--- config.mk ---
export PLATFORM = sky130hd
export DESIGN_NAME = text_to_integer_scanner_core_flat
export DESIGN_NICKNAME = d
export VERILOG_FILES = /design/src/design/tis_pkg.sv /design/src/design/tis_char_if.sv /design/src/design/tis_result_if.sv /design/src/design/tis_front.sv /design/src/design/tis_queue.sv /design/src/design/tis_back.sv /design/src/design/text_to_integer_scanner_core.sv /design/src/flat_wrapper.sv
export SDC_FILE = /design/constraint.sdc
export NUM_CORES = 1
export LEC_CHECK = 0
export BUFFER_PORTS_ARGS = -buffer_cell sky130_fd_sc_hd__buf_2
export CAP_MARGIN = 20
export CORE_MARGIN = 10
export CORE_UTILIZATION = 55
export CTS_CLUSTER_SIZE = 12
export DETAILED_ROUTE_END_ITERATION = 10
export GPL_TIMING_DRIVEN = 0
export MAX_ROUTING_LAYER = met4
export PLACE_DENSITY = 0.73
export REMOVE_ABC_BUFFERS = 1
export SLEW_MARGIN = 5
export SYNTH_ARGS = -nofsm -noshare
export SYNTH_HDL_FRONTEND = slang
export SYNTH_SLANG_ARGS = --single-unit
--- constraint.sdc ---
create_clock -name clk -period 7.1 [get_ports clk]
set_input_delay 1.42 -clock clk [delete_from_list [all_inputs] [get_ports clk]]
set_output_delay 1.42 -clock clk [all_outputs]
set_load 0.02 [all_outputs]
--- src/design/tis_pkg.sv ---
// shared types and constants for the text to integer scanner
// no dependencies
`default_nettype none
package tis_pkg;

  localparam int QUEUE_DEPTH = 2;
  localparam int CFG_INDEX_W = 1;
  localparam int CFG_DATA_W  = 2;

  localparam logic [CFG_INDEX_W-1:0] CFG_NUMBER_BASE   = 1'd0;
  localparam logic [CFG_INDEX_W-1:0] CFG_SIGNED_RESULT = 1'd1;

  localparam logic [1:0] BASE_DEC = 2'd0;
  localparam logic [1:0] BASE_OCT = 2'd1;
  localparam logic [1:0] BASE_HEX = 2'd2;

  localparam logic [7:0] CH_PLUS  = 8'h2B;
  localparam logic [7:0] CH_MINUS = 8'h2D;
  localparam logic [7:0] CH_ZERO  = 8'h30;
  localparam logic [7:0] CH_EIGHT = 8'h38;
  localparam logic [7:0] CH_NINE  = 8'h39;
  localparam logic [7:0] CH_LOW_X = 8'h78;
  localparam logic [7:0] CH_UP_X  = 8'h58;
  localparam logic [7:0] CH_LOW_A = 8'h61;
  localparam logic [7:0] CH_LOW_F = 8'h66;
  localparam logic [7:0] CH_UP_A  = 8'h41;
  localparam logic [7:0] CH_UP_F  = 8'h46;

  localparam logic [63:0] SIGNED_MAX = 64'h7FFF_FFFF_FFFF_FFFF;
  localparam logic [63:0] SIGNED_MIN = 64'h8000_0000_0000_0000;

  typedef enum logic [1:0] {
    RADIX_8,
    RADIX_10,
    RADIX_16
  } radix_t;

  typedef enum logic [1:0] {
    OP_SIGN,
    OP_ACC,
    OP_EMIT
  } op_t;

  typedef enum logic [1:0] {
    PH_NONE,
    PH_ZERO,
    PH_X,
    PH_DIGITS
  } phase_t;

  typedef struct packed {
    op_t        op;
    logic [3:0] digit;
    radix_t     radix;
    logic       minus;
    logic       eof;
    logic       signed_mode;
  } entry_t;

endpackage
`default_nettype wire

--- src/design/tis_char_if.sv ---
// character channel: valid/ready handshake with one character or end of input
// no dependencies
`default_nettype none
interface tis_char_if;
  logic       valid;
  logic       ready;
  logic [7:0] char_code;
  logic       end_of_input;

  modport source (output valid, output char_code, output end_of_input, input ready);
  modport sink (input valid, input char_code, input end_of_input, output ready);
endinterface
`default_nettype wire

--- src/design/tis_result_if.sv ---
// result channel: valid/ready handshake with one converted field
// no dependencies
`default_nettype none
interface tis_result_if;
  logic        valid;
  logic        ready;
  logic [63:0] result_value;
  logic        success;
  logic        was_negative;
  logic        saturated;
  logic        ended_by_eof;

  modport source (output valid, output result_value, output success, output was_negative,
                  output saturated, output ended_by_eof, input ready);
  modport sink (input valid, input result_value, input success, input was_negative,
                input saturated, input ended_by_eof, output ready);
endinterface
`default_nettype wire

--- src/design/tis_front.sv ---
// front end: accepts characters, tracks sign and prefix, classifies into queue entries
// depends on tis_pkg, tis_char_if
`default_nettype none
module tis_front (
  input  logic                         clk,
  input  logic                         rst,
  input  logic [tis_pkg::CFG_DATA_W-1:0] number_base,
  input  logic                         signed_result,
  tis_char_if.sink                     chars,
  output logic                         push,
  output tis_pkg::entry_t              push_entry,
  input  logic                         queue_full
);
  import tis_pkg::*;

  logic       at_start;
  logic       at_start_next;
  phase_t     phase;
  phase_t     phase_next;
  radix_t     radix;
  logic       accept;
  logic       want_push;
  logic       is_dec;
  logic       is_hex_letter;
  logic       digit_ok;
  logic [3:0] digit_val;
  logic       is_hex;
  logic [7:0] c;

  assign c            = chars.char_code;
  assign chars.ready  = !queue_full;
  assign accept       = chars.valid && chars.ready;
  assign push         = accept && want_push;

  always_comb begin
    unique case (number_base)
      BASE_OCT: radix = RADIX_8;
      BASE_HEX: radix = RADIX_16;
      default:  radix = RADIX_10;
    endcase
  end

  assign is_hex = (radix == RADIX_16);

  always_comb begin
    is_dec        = (c >= CH_ZERO) && (c <= CH_NINE);
    is_hex_letter = ((c >= CH_LOW_A) && (c <= CH_LOW_F)) ||
                    ((c >= CH_UP_A) && (c <= CH_UP_F));
    if (is_dec) begin
      digit_val = c[3:0];
    end else begin
      digit_val = c[3:0] + 4'd9;
    end
    if (is_dec) begin
      digit_ok = (radix != RADIX_8) || (c < CH_EIGHT);
    end else begin
      digit_ok = is_hex && is_hex_letter;
    end
  end

  always_comb begin
    push_entry.op          = OP_EMIT;
    push_entry.digit       = 4'd0;
    push_entry.radix       = radix;
    push_entry.minus       = 1'b0;
    push_entry.eof         = 1'b0;
    push_entry.signed_mode = signed_result;
    want_push              = 1'b1;
    at_start_next          = at_start;
    phase_next             = phase;
    priority if (chars.end_of_input) begin
      push_entry.eof = 1'b1;
      at_start_next  = 1'b1;
      phase_next     = PH_NONE;
    end else if (((c == CH_PLUS) || (c == CH_MINUS)) && at_start) begin
      push_entry.op    = OP_SIGN;
      push_entry.minus = (c == CH_MINUS);
      at_start_next    = 1'b0;
    end else if (is_hex && (phase == PH_NONE) && (c == CH_ZERO)) begin
      push_entry.op = OP_ACC;
      at_start_next = 1'b0;
      phase_next    = PH_ZERO;
    end else if (is_hex && (phase == PH_ZERO) && ((c == CH_LOW_X) || (c == CH_UP_X))) begin
      want_push  = 1'b0;
      phase_next = PH_X;
    end else if (digit_ok) begin
      push_entry.op    = OP_ACC;
      push_entry.digit = digit_val;
      at_start_next    = 1'b0;
      phase_next       = PH_DIGITS;
    end else begin
      at_start_next = 1'b1;
      phase_next    = PH_NONE;
    end
  end

  always_ff @(posedge clk) begin
    if (rst) begin
      at_start <= 1'b1;
      phase    <= PH_NONE;
    end else if (accept) begin
      at_start <= at_start_next;
      phase    <= phase_next;
    end
  end

endmodule
`default_nettype wire

--- src/design/tis_queue.sv ---
// short fifo of classified entries between front and back
// depends on tis_pkg
`default_nettype none
module tis_queue #(
  parameter int Depth = tis_pkg::QUEUE_DEPTH
) (
  input  logic            clk,
  input  logic            rst,
  input  logic            push,
  input  tis_pkg::entry_t push_entry,
  output logic            full,
  output logic            head_valid,
  output tis_pkg::entry_t head,
  input  logic            pop
);
  import tis_pkg::*;

  localparam int PtrW = (Depth > 1) ? $clog2(Depth) : 1;
  localparam int CntW = $clog2(Depth + 1);

  entry_t            entries [Depth];
  logic [PtrW-1:0]   wptr;
  logic [PtrW-1:0]   rptr;
  logic [CntW-1:0]   count;

  assign full       = (count == CntW'(Depth));
  assign head_valid = (count != '0);
  assign head       = entries[rptr];

  always_ff @(posedge clk) begin
    if (push) begin
      entries[wptr] <= push_entry;
    end
  end

  always_ff @(posedge clk) begin
    if (rst) begin
      wptr  <= '0;
      rptr  <= '0;
      count <= '0;
    end else begin
      if (push) begin
        wptr <= (wptr == PtrW'(Depth - 1)) ? '0 : wptr + PtrW'(1);
      end
      if (pop) begin
        rptr <= (rptr == PtrW'(Depth - 1)) ? '0 : rptr + PtrW'(1);
      end
      count <= count + CntW'(push) - CntW'(pop);
    end
  end

endmodule
`default_nettype wire

--- src/design/tis_back.sv ---
// back end: radix multiply-add with overflow, field state and registered result
// depends on tis_pkg, tis_result_if
`default_nettype none
module tis_back (
  input  logic            clk,
  input  logic            rst,
  input  logic            head_valid,
  input  tis_pkg::entry_t head,
  output logic            pop,
  tis_result_if.source    results
);
  import tis_pkg::*;

  logic [63:0] magnitude;
  logic        overflow_seen;
  logic        minus_seen;
  logic        digit_seen;

  logic        out_valid;
  logic [63:0] out_value;
  logic        out_success;
  logic        out_negative;
  logic        out_saturated;
  logic        out_eof;

  logic        load_out;
  logic [67:0] scaled;
  logic [67:0] sum;
  logic        acc_ovf;
  logic [63:0] emit_value;
  logic        emit_sat;

  assign load_out = !out_valid || results.ready;
  assign pop      = head_valid && ((head.op != OP_EMIT) || load_out);

  always_comb begin
    unique case (head.radix)
      RADIX_8:  scaled = {1'b0, magnitude, 3'b000};
      RADIX_16: scaled = {magnitude, 4'b0000};
      RADIX_10: scaled = {1'b0, magnitude, 3'b000} + {3'b000, magnitude, 1'b0};
      default:  scaled = {4'b0000, magnitude};
    endcase
    sum     = scaled + {64'd0, head.digit};
    acc_ovf = (sum[67:64] != 4'd0);
  end

  always_comb begin
    emit_value = 64'd0;
    emit_sat   = 1'b0;
    if (digit_seen) begin
      if (head.signed_mode) begin
        if (minus_seen) begin
          if (overflow_seen || (magnitude > SIGNED_MIN)) begin
            emit_value = SIGNED_MIN;
            emit_sat   = 1'b1;
          end else begin
            emit_value = 64'd0 - magnitude;
          end
        end else begin
          if (overflow_seen || (magnitude > SIGNED_MAX)) begin
            emit_value = SIGNED_MAX;
            emit_sat   = 1'b1;
          end else begin
            emit_value = magnitude;
          end
        end
      end else begin
        if (overflow_seen) begin
          emit_value = '1;
          emit_sat   = 1'b1;
        end else begin
          emit_value = minus_seen ? (64'd0 - magnitude) : magnitude;
        end
      end
    end
  end

  always_ff @(posedge clk) begin
    if (rst) begin
      magnitude     <= '0;
      overflow_seen <= 1'b0;
      minus_seen    <= 1'b0;
      digit_seen    <= 1'b0;
      out_valid     <= 1'b0;
    end else begin
      if (pop) begin
        unique case (head.op)
          OP_SIGN: begin
            minus_seen <= head.minus;
          end
          OP_ACC: begin
            digit_seen <= 1'b1;
            if (!overflow_seen) begin
              if (acc_ovf) begin
                overflow_seen <= 1'b1;
                magnitude     <= '1;
              end else begin
                magnitude <= sum[63:0];
              end
            end
          end
          OP_EMIT: begin
            magnitude     <= '0;
            overflow_seen <= 1'b0;
            minus_seen    <= 1'b0;
            digit_seen    <= 1'b0;
          end
          default: begin
          end
        endcase
      end
      if (load_out) begin
        out_valid <= pop && (head.op == OP_EMIT);
      end
    end
  end

  always_ff @(posedge clk) begin
    if (pop && (head.op == OP_EMIT)) begin
      out_value     <= emit_value;
      out_success   <= digit_seen;
      out_negative  <= minus_seen;
      out_saturated <= emit_sat;
      out_eof       <= head.eof;
    end
  end

  assign results.valid        = out_valid;
  assign results.result_value = out_value;
  assign results.success      = out_success;
  assign results.was_negative = out_negative;
  assign results.saturated    = out_saturated;
  assign results.ended_by_eof = out_eof;

endmodule
`default_nettype wire

--- src/design/text_to_integer_scanner_core.sv ---
// result path: the closing entry is queued, then the result is registered
// throughput: one character per cycle, the radix multiply-add in the back end
//   retires one queue entry per cycle; only a stalled result stops the queue
// reset: synchronous, clears config to decimal signed and the field to its start
// depends on tis_pkg, tis_char_if, tis_result_if, tis_front, tis_queue, tis_back
`default_nettype none
module text_to_integer_scanner_core #(
  parameter int QueueDepth = tis_pkg::QUEUE_DEPTH
) (
  input  logic                           clk,
  input  logic                           rst,
  input  logic                           cfg_write,
  input  logic [tis_pkg::CFG_INDEX_W-1:0] cfg_index,
  input  logic [tis_pkg::CFG_DATA_W-1:0]  cfg_data,
  tis_char_if.sink                       chars,
  tis_result_if.source                   results
);
  import tis_pkg::*;

  logic [CFG_DATA_W-1:0] number_base;
  logic                  signed_result;
  logic                  push;
  entry_t                push_entry;
  logic                  queue_full;
  logic                  head_valid;
  entry_t                head;
  logic                  pop;

  always_ff @(posedge clk) begin
    if (rst) begin
      number_base   <= BASE_DEC;
      signed_result <= 1'b1;
    end else if (cfg_write) begin
      unique case (cfg_index)
        CFG_NUMBER_BASE:   number_base   <= cfg_data;
        CFG_SIGNED_RESULT: signed_result <= cfg_data[0];
        default: begin
        end
      endcase
    end
  end

  tis_front u_front (
    .clk           (clk),
    .rst           (rst),
    .number_base   (number_base),
    .signed_result (signed_result),
    .chars         (chars),
    .push          (push),
    .push_entry    (push_entry),
    .queue_full    (queue_full)
  );

  tis_queue #(
    .Depth (QueueDepth)
  ) u_queue (
    .clk        (clk),
    .rst        (rst),
    .push       (push),
    .push_entry (push_entry),
    .full       (queue_full),
    .head_valid (head_valid),
    .head       (head),
    .pop        (pop)
  );

  tis_back u_back (
    .clk        (clk),
    .rst        (rst),
    .head_valid (head_valid),
    .head       (head),
    .pop        (pop),
    .results    (results)
  );

endmodule
`default_nettype wire

--- src/flat_wrapper.sv ---
// flat-port wrapper written by rule: the top's interface ports become plain ports
module text_to_integer_scanner_core_flat import tis_pkg::*;
#(
  parameter int QueueDepth = tis_pkg::QUEUE_DEPTH
)
  (clk, rst, cfg_write, cfg_index, cfg_data, chars_valid, chars_char_code, chars_end_of_input, chars_ready, results_valid, results_result_value, results_success, results_was_negative, results_saturated, results_ended_by_eof, results_ready);
  tis_char_if chars_i ();
  tis_result_if results_i ();
  input  logic clk;
  input  logic rst;
  input  logic cfg_write;
  input  logic [tis_pkg::CFG_INDEX_W-1:0] cfg_index;
  input  logic [tis_pkg::CFG_DATA_W-1:0] cfg_data;
  input wire logic [$bits(chars_i.valid)-1:0] chars_valid;
  input wire logic [$bits(chars_i.char_code)-1:0] chars_char_code;
  input wire logic [$bits(chars_i.end_of_input)-1:0] chars_end_of_input;
  output wire logic [$bits(chars_i.ready)-1:0] chars_ready;
  output wire logic [$bits(results_i.valid)-1:0] results_valid;
  output wire logic [$bits(results_i.result_value)-1:0] results_result_value;
  output wire logic [$bits(results_i.success)-1:0] results_success;
  output wire logic [$bits(results_i.was_negative)-1:0] results_was_negative;
  output wire logic [$bits(results_i.saturated)-1:0] results_saturated;
  output wire logic [$bits(results_i.ended_by_eof)-1:0] results_ended_by_eof;
  input wire logic [$bits(results_i.ready)-1:0] results_ready;
  assign chars_i.valid = chars_valid;
  assign chars_i.char_code = chars_char_code;
  assign chars_i.end_of_input = chars_end_of_input;
  assign chars_ready = chars_i.ready;
  assign results_valid = results_i.valid;
  assign results_result_value = results_i.result_value;
  assign results_success = results_i.success;
  assign results_was_negative = results_i.was_negative;
  assign results_saturated = results_i.saturated;
  assign results_ended_by_eof = results_i.ended_by_eof;
  assign results_i.ready = results_ready;
  text_to_integer_scanner_core #(.QueueDepth(QueueDepth)) u_core (.clk(clk), .rst(rst), .cfg_write(cfg_write), .cfg_index(cfg_index), .cfg_data(cfg_data), .chars(chars_i), .results(results_i));
endmodule
==> qor.csv <==
stage,metric,value,unit
run_status,outcome,"finished, final reports clean",
grt,grt_pass1_wl,98300,microns
clock_tree,clk_path_buf_depth,2,
logic_synthesis,yosysTopAreaCell,edfxtp_1,
timing,max_freq,0.147,GHz
logic_synthesis,syn_area_per_cell,7.45,sq um
logic_synthesis,synth_commonest_cells,"nor2_1, nand2_1, a21oi_1, clkbuf_1, o21ai_0",
finish,fin_area,0.0180,sq mm
place,hpwl,46400,microns
timing,finalSetupViolations,0,
clock_tree,htreeDepth,4,
grt,grt_pass1_vias,16821,
logic_synthesis,synth_ff_type,edfxtp_1,
worst_setup_path,critPathRequiredTime,7.46,ns
finish,antenna_cells,0,
worst_setup_path,worstPathCellList,"ha_1, a21oi_1, o21ai_0, a211oi_2, o22ai_4, a2111o_1, nand2_1, o311ai_1, or2_2, or4b_2, nor4_1, a21oi_1, a211oi_2, a21oi_4, buf_16, a221o_1",
clock_tree,clk_pin_slew,0.08,ns
floorplan,rows,63,
timing,worst_slack,0.314,ns
floorplan,initial_utilization,56.0,%
timing,slew_headroom,23.1,%
timing,report.final.slew_viol_count,0,
finish,finalNetCount,2272,
clock_tree,cts_tree,done,
routing,first_pass_iters,6,
clock_tree,clk_latency,0.49,ns
logic_synthesis,yosysWarningCount,0,
routing,drcViolationCount,0,
place,portBuffers,86,
timing,fin_crit_sh,95.6,%
routing,wl_met3,7070,microns
grt,grtUsageTotal,33.3,%
floorplan,die_h,194,microns
place,dpl_cell_area,0.0173,sq mm
floorplan,core,0.0298,sq mm
logic_synthesis,yosysUniqueCellTypes,91,
worst_setup_path,critPathTopFamily,compound AO/OA/AOI/OAI gates,
grt,grt_max_degree,73,
logic_synthesis,synth.most_common_cell,nor2_1,
clock_tree,clockRootBuffer,clkbuf_16,
place,routabilityCongestion,1.03,
power_and_ir_drop,peakVddDrop,0.000334,V
routing,routed_wl,65300,microns
run,drv_cap,0,
logic_synthesis,synth.area.top_cells,"edfxtp_1, dfxtp_1, a21oi_1, nor2_1, ha_1",
logic_synthesis,synth-edff-count,90,
finish,drive_gt1_share,9.77,%
logic_synthesis,netlist_area,0.0167,sq mm
finish,utilization,60.4,%
worst_setup_path,max_stage_delay,0.74,ns
routing,wl_met2,29000,microns
routing,antenna_left,0,
clock_tree,ctsHoldBuffers,0,
routing,drt_iter0_drc,2507,
worst_setup_path,worst-path-buf-inv,1,
timing,fin_skew,0.0188,ns
logic_synthesis,ys_ff_latch,169,
worst_hold_path,hold_path.class,register to register,
worst_setup_path,crit_arrival,7.14,ns
routing,viasPerCell,7.10,
clock_tree,clock-sinks,169,
routing,top_layer,met4,
timing,rsz0062_at_grt,no,
clock_tree,cts_buffers,17,
power_and_ir_drop,power_leakage,6.50,nW
floorplan,dieArea,0.0377,sq mm
routing,vias,18325,
routing,met1_length,26900,microns
worst_setup_path,crit_slowest_cell,or4b_2,
grt,grt_overflow,0,
logic_synthesis,netlist.area_leader.share,16.2,%
logic_synthesis,synthCells,2239,
worst_setup_path,cp_max_fo,24,
logic_synthesis,async_reset_ff_share,0,%
floorplan,die_width,194,microns
worst_setup_path,cp-start-kind,register,
worst_setup_path,critPathKind,register to register,
routing,wl_per_cell,25.3,microns
floorplan,ioPinCount,87,
finish,fillers,2681,
worst_setup_path,end_kind,register,
timing,worstMarginPinSlew,1.15,ns
logic_synthesis,ys_seq_area_share,25.7,%
place,preCtsSetupSlack,-0.154,ns
timing,min_period,6.79,ns
finish,area_growth,7.85,%
timing,hold_violations,0,
grt,antenna_found_initial,0,
power_and_ir_drop,p_per_area,404,mW/mm^2
==> routing by layer <==
metal  up-vias  GRT usage (%)
met5         -              -
met4         0           12.7
met3       156           5.43
met2      1139           50.0
met1      8702           44.1
li1       8328              -
==> sequential cells by signal, indices dropped and copies added, names as in the netlist, 2 cells and up, named ones only <==
signal and cells:
u_core.number_base 2, u_core.u_back.magnitude 64, u_core.u_back.results.result_value 64, u_core.u_front.phase 2, u_core.u_queue.count 2, u_core.u_queue.entries 22
==> report_power, final <==
group	leakage, nW	internal [mW]	total (mW)	switching, mW
Sequential	1.49	1.30	1.69	0.392
Clock	0.301	0.481	0.994	0.513
Combinational	4.71	1.50	4.58	3.07
==> repair_timing <==
item / CTS / global route
pin swaps: 2 / 0
buffers inserted: 0 / 0
gates cloned: 2 / 2
endpoints found under the setup margin: 39 / 65
hold endpoints to repair: 0 / 0
resized for setup: 3 / 8
==> cell type report <==
cell class | count | area [sq um] | share of cell area [%]
clock buffer | 17 | 425 | 2.36
sequential | 169 | 4290 | 23.8
inverter | 39 | 146 | 0.814
multi-input combinational | 1840 | 11600 | 64.6
timing repair buffer | 110 | 831 | 4.62
clock inverter | 15 | 198 | 1.10
tap | 390 | 488 | 2.71
==> logic make-up after synthesis <==
| family | after synthesis | share of synthesized area (%) |
|---|---|---|
| adder cells (fa/ha/maj) | 78 | 5.94 |
| flip-flops | 169 | 25.7 |
| AND/OR/NAND/NOR | 880 | 25.2 |
| buffers and inverters | 234 | 5.73 |
| AO/OA/AOI/OAI | 747 | 29.9 |
| XOR/XNOR | 89 | 4.67 |
| multiplexers | 42 | 2.84 |
==> worst paths after layout <==
path         cells past startpoint                                    start  slack, ns                                  endpoint
max                             16  u_core.u_back.magnitude[9]$_SDFFE_PP0P_       0.31  u_core.u_back.magnitude[27]$_SDFFE_PP0P_
min                              0        u_core.signed_result$_SDFFE_PP1P_       0.50    u_core.u_queue.entries[0][0]$_DFFE_PP_
max reg2reg                     16  u_core.u_back.magnitude[9]$_SDFFE_PP0P_       0.31  u_core.u_back.magnitude[27]$_SDFFE_PP0P_
min reg2reg                      0        u_core.signed_result$_SDFFE_PP1P_       0.50    u_core.u_queue.entries[0][0]$_DFFE_PP_
==> per-stage QoR <==
step / instances / TNS (ns) / hold WS [ns] / power, mW
2_1_floorplan: 2044 / -34.52 / 0.419 / 4.54
3_3_place_gp: 2520 / -360.77 / 0.438 / 5.82
3_5_place_dp: 2543 / -4.51 / 0.455 / 6.05
4_1_cts: 2577 / 0 / 0.494 / 7.08
5_1_grt: 2580 / 0 / 0.505 / 7.69
6_report: 2580 / 0 / 0.495 / 7.26
==> placed cells by master, fill, tap and decap left out, types with 9 or more instances in the layout <==
cell	netlist	final
nand2b_1	17	17
a21boi_0	9	9
or3_1	54	54
dfxtp_1	79	78
xnor2_1	57	57
o21bai_1	9	9
o21a_1	23	23
nand3_1	42	42
o31ai_1	10	10
a21o_1	30	30
a211oi_1	30	30
a31oi_1	40	40
nor3_1	67	65
and3_1	19	19
o22ai_1	18	18
a311oi_1	35	35
xor2_1	32	32
edfxtp_1	90	90
a221o_1	47	47
mux2i_1	29	28
ha_1	76	76
or2_2	13	13
nor4_1	24	23
clkbuf_16	0	17
nand4_1	56	56
or4_1	12	12
o21ai_0	141	141
nor2_1	271	268
nand2_1	241	236
mux2_2	9	9
a21oi_1	216	214
o211ai_1	13	13
buf_2	21	86
a211o_1	16	16
inv_1	38	38
nor2b_1	13	13
Note: power is estimated with default switching activity, not from simulation.
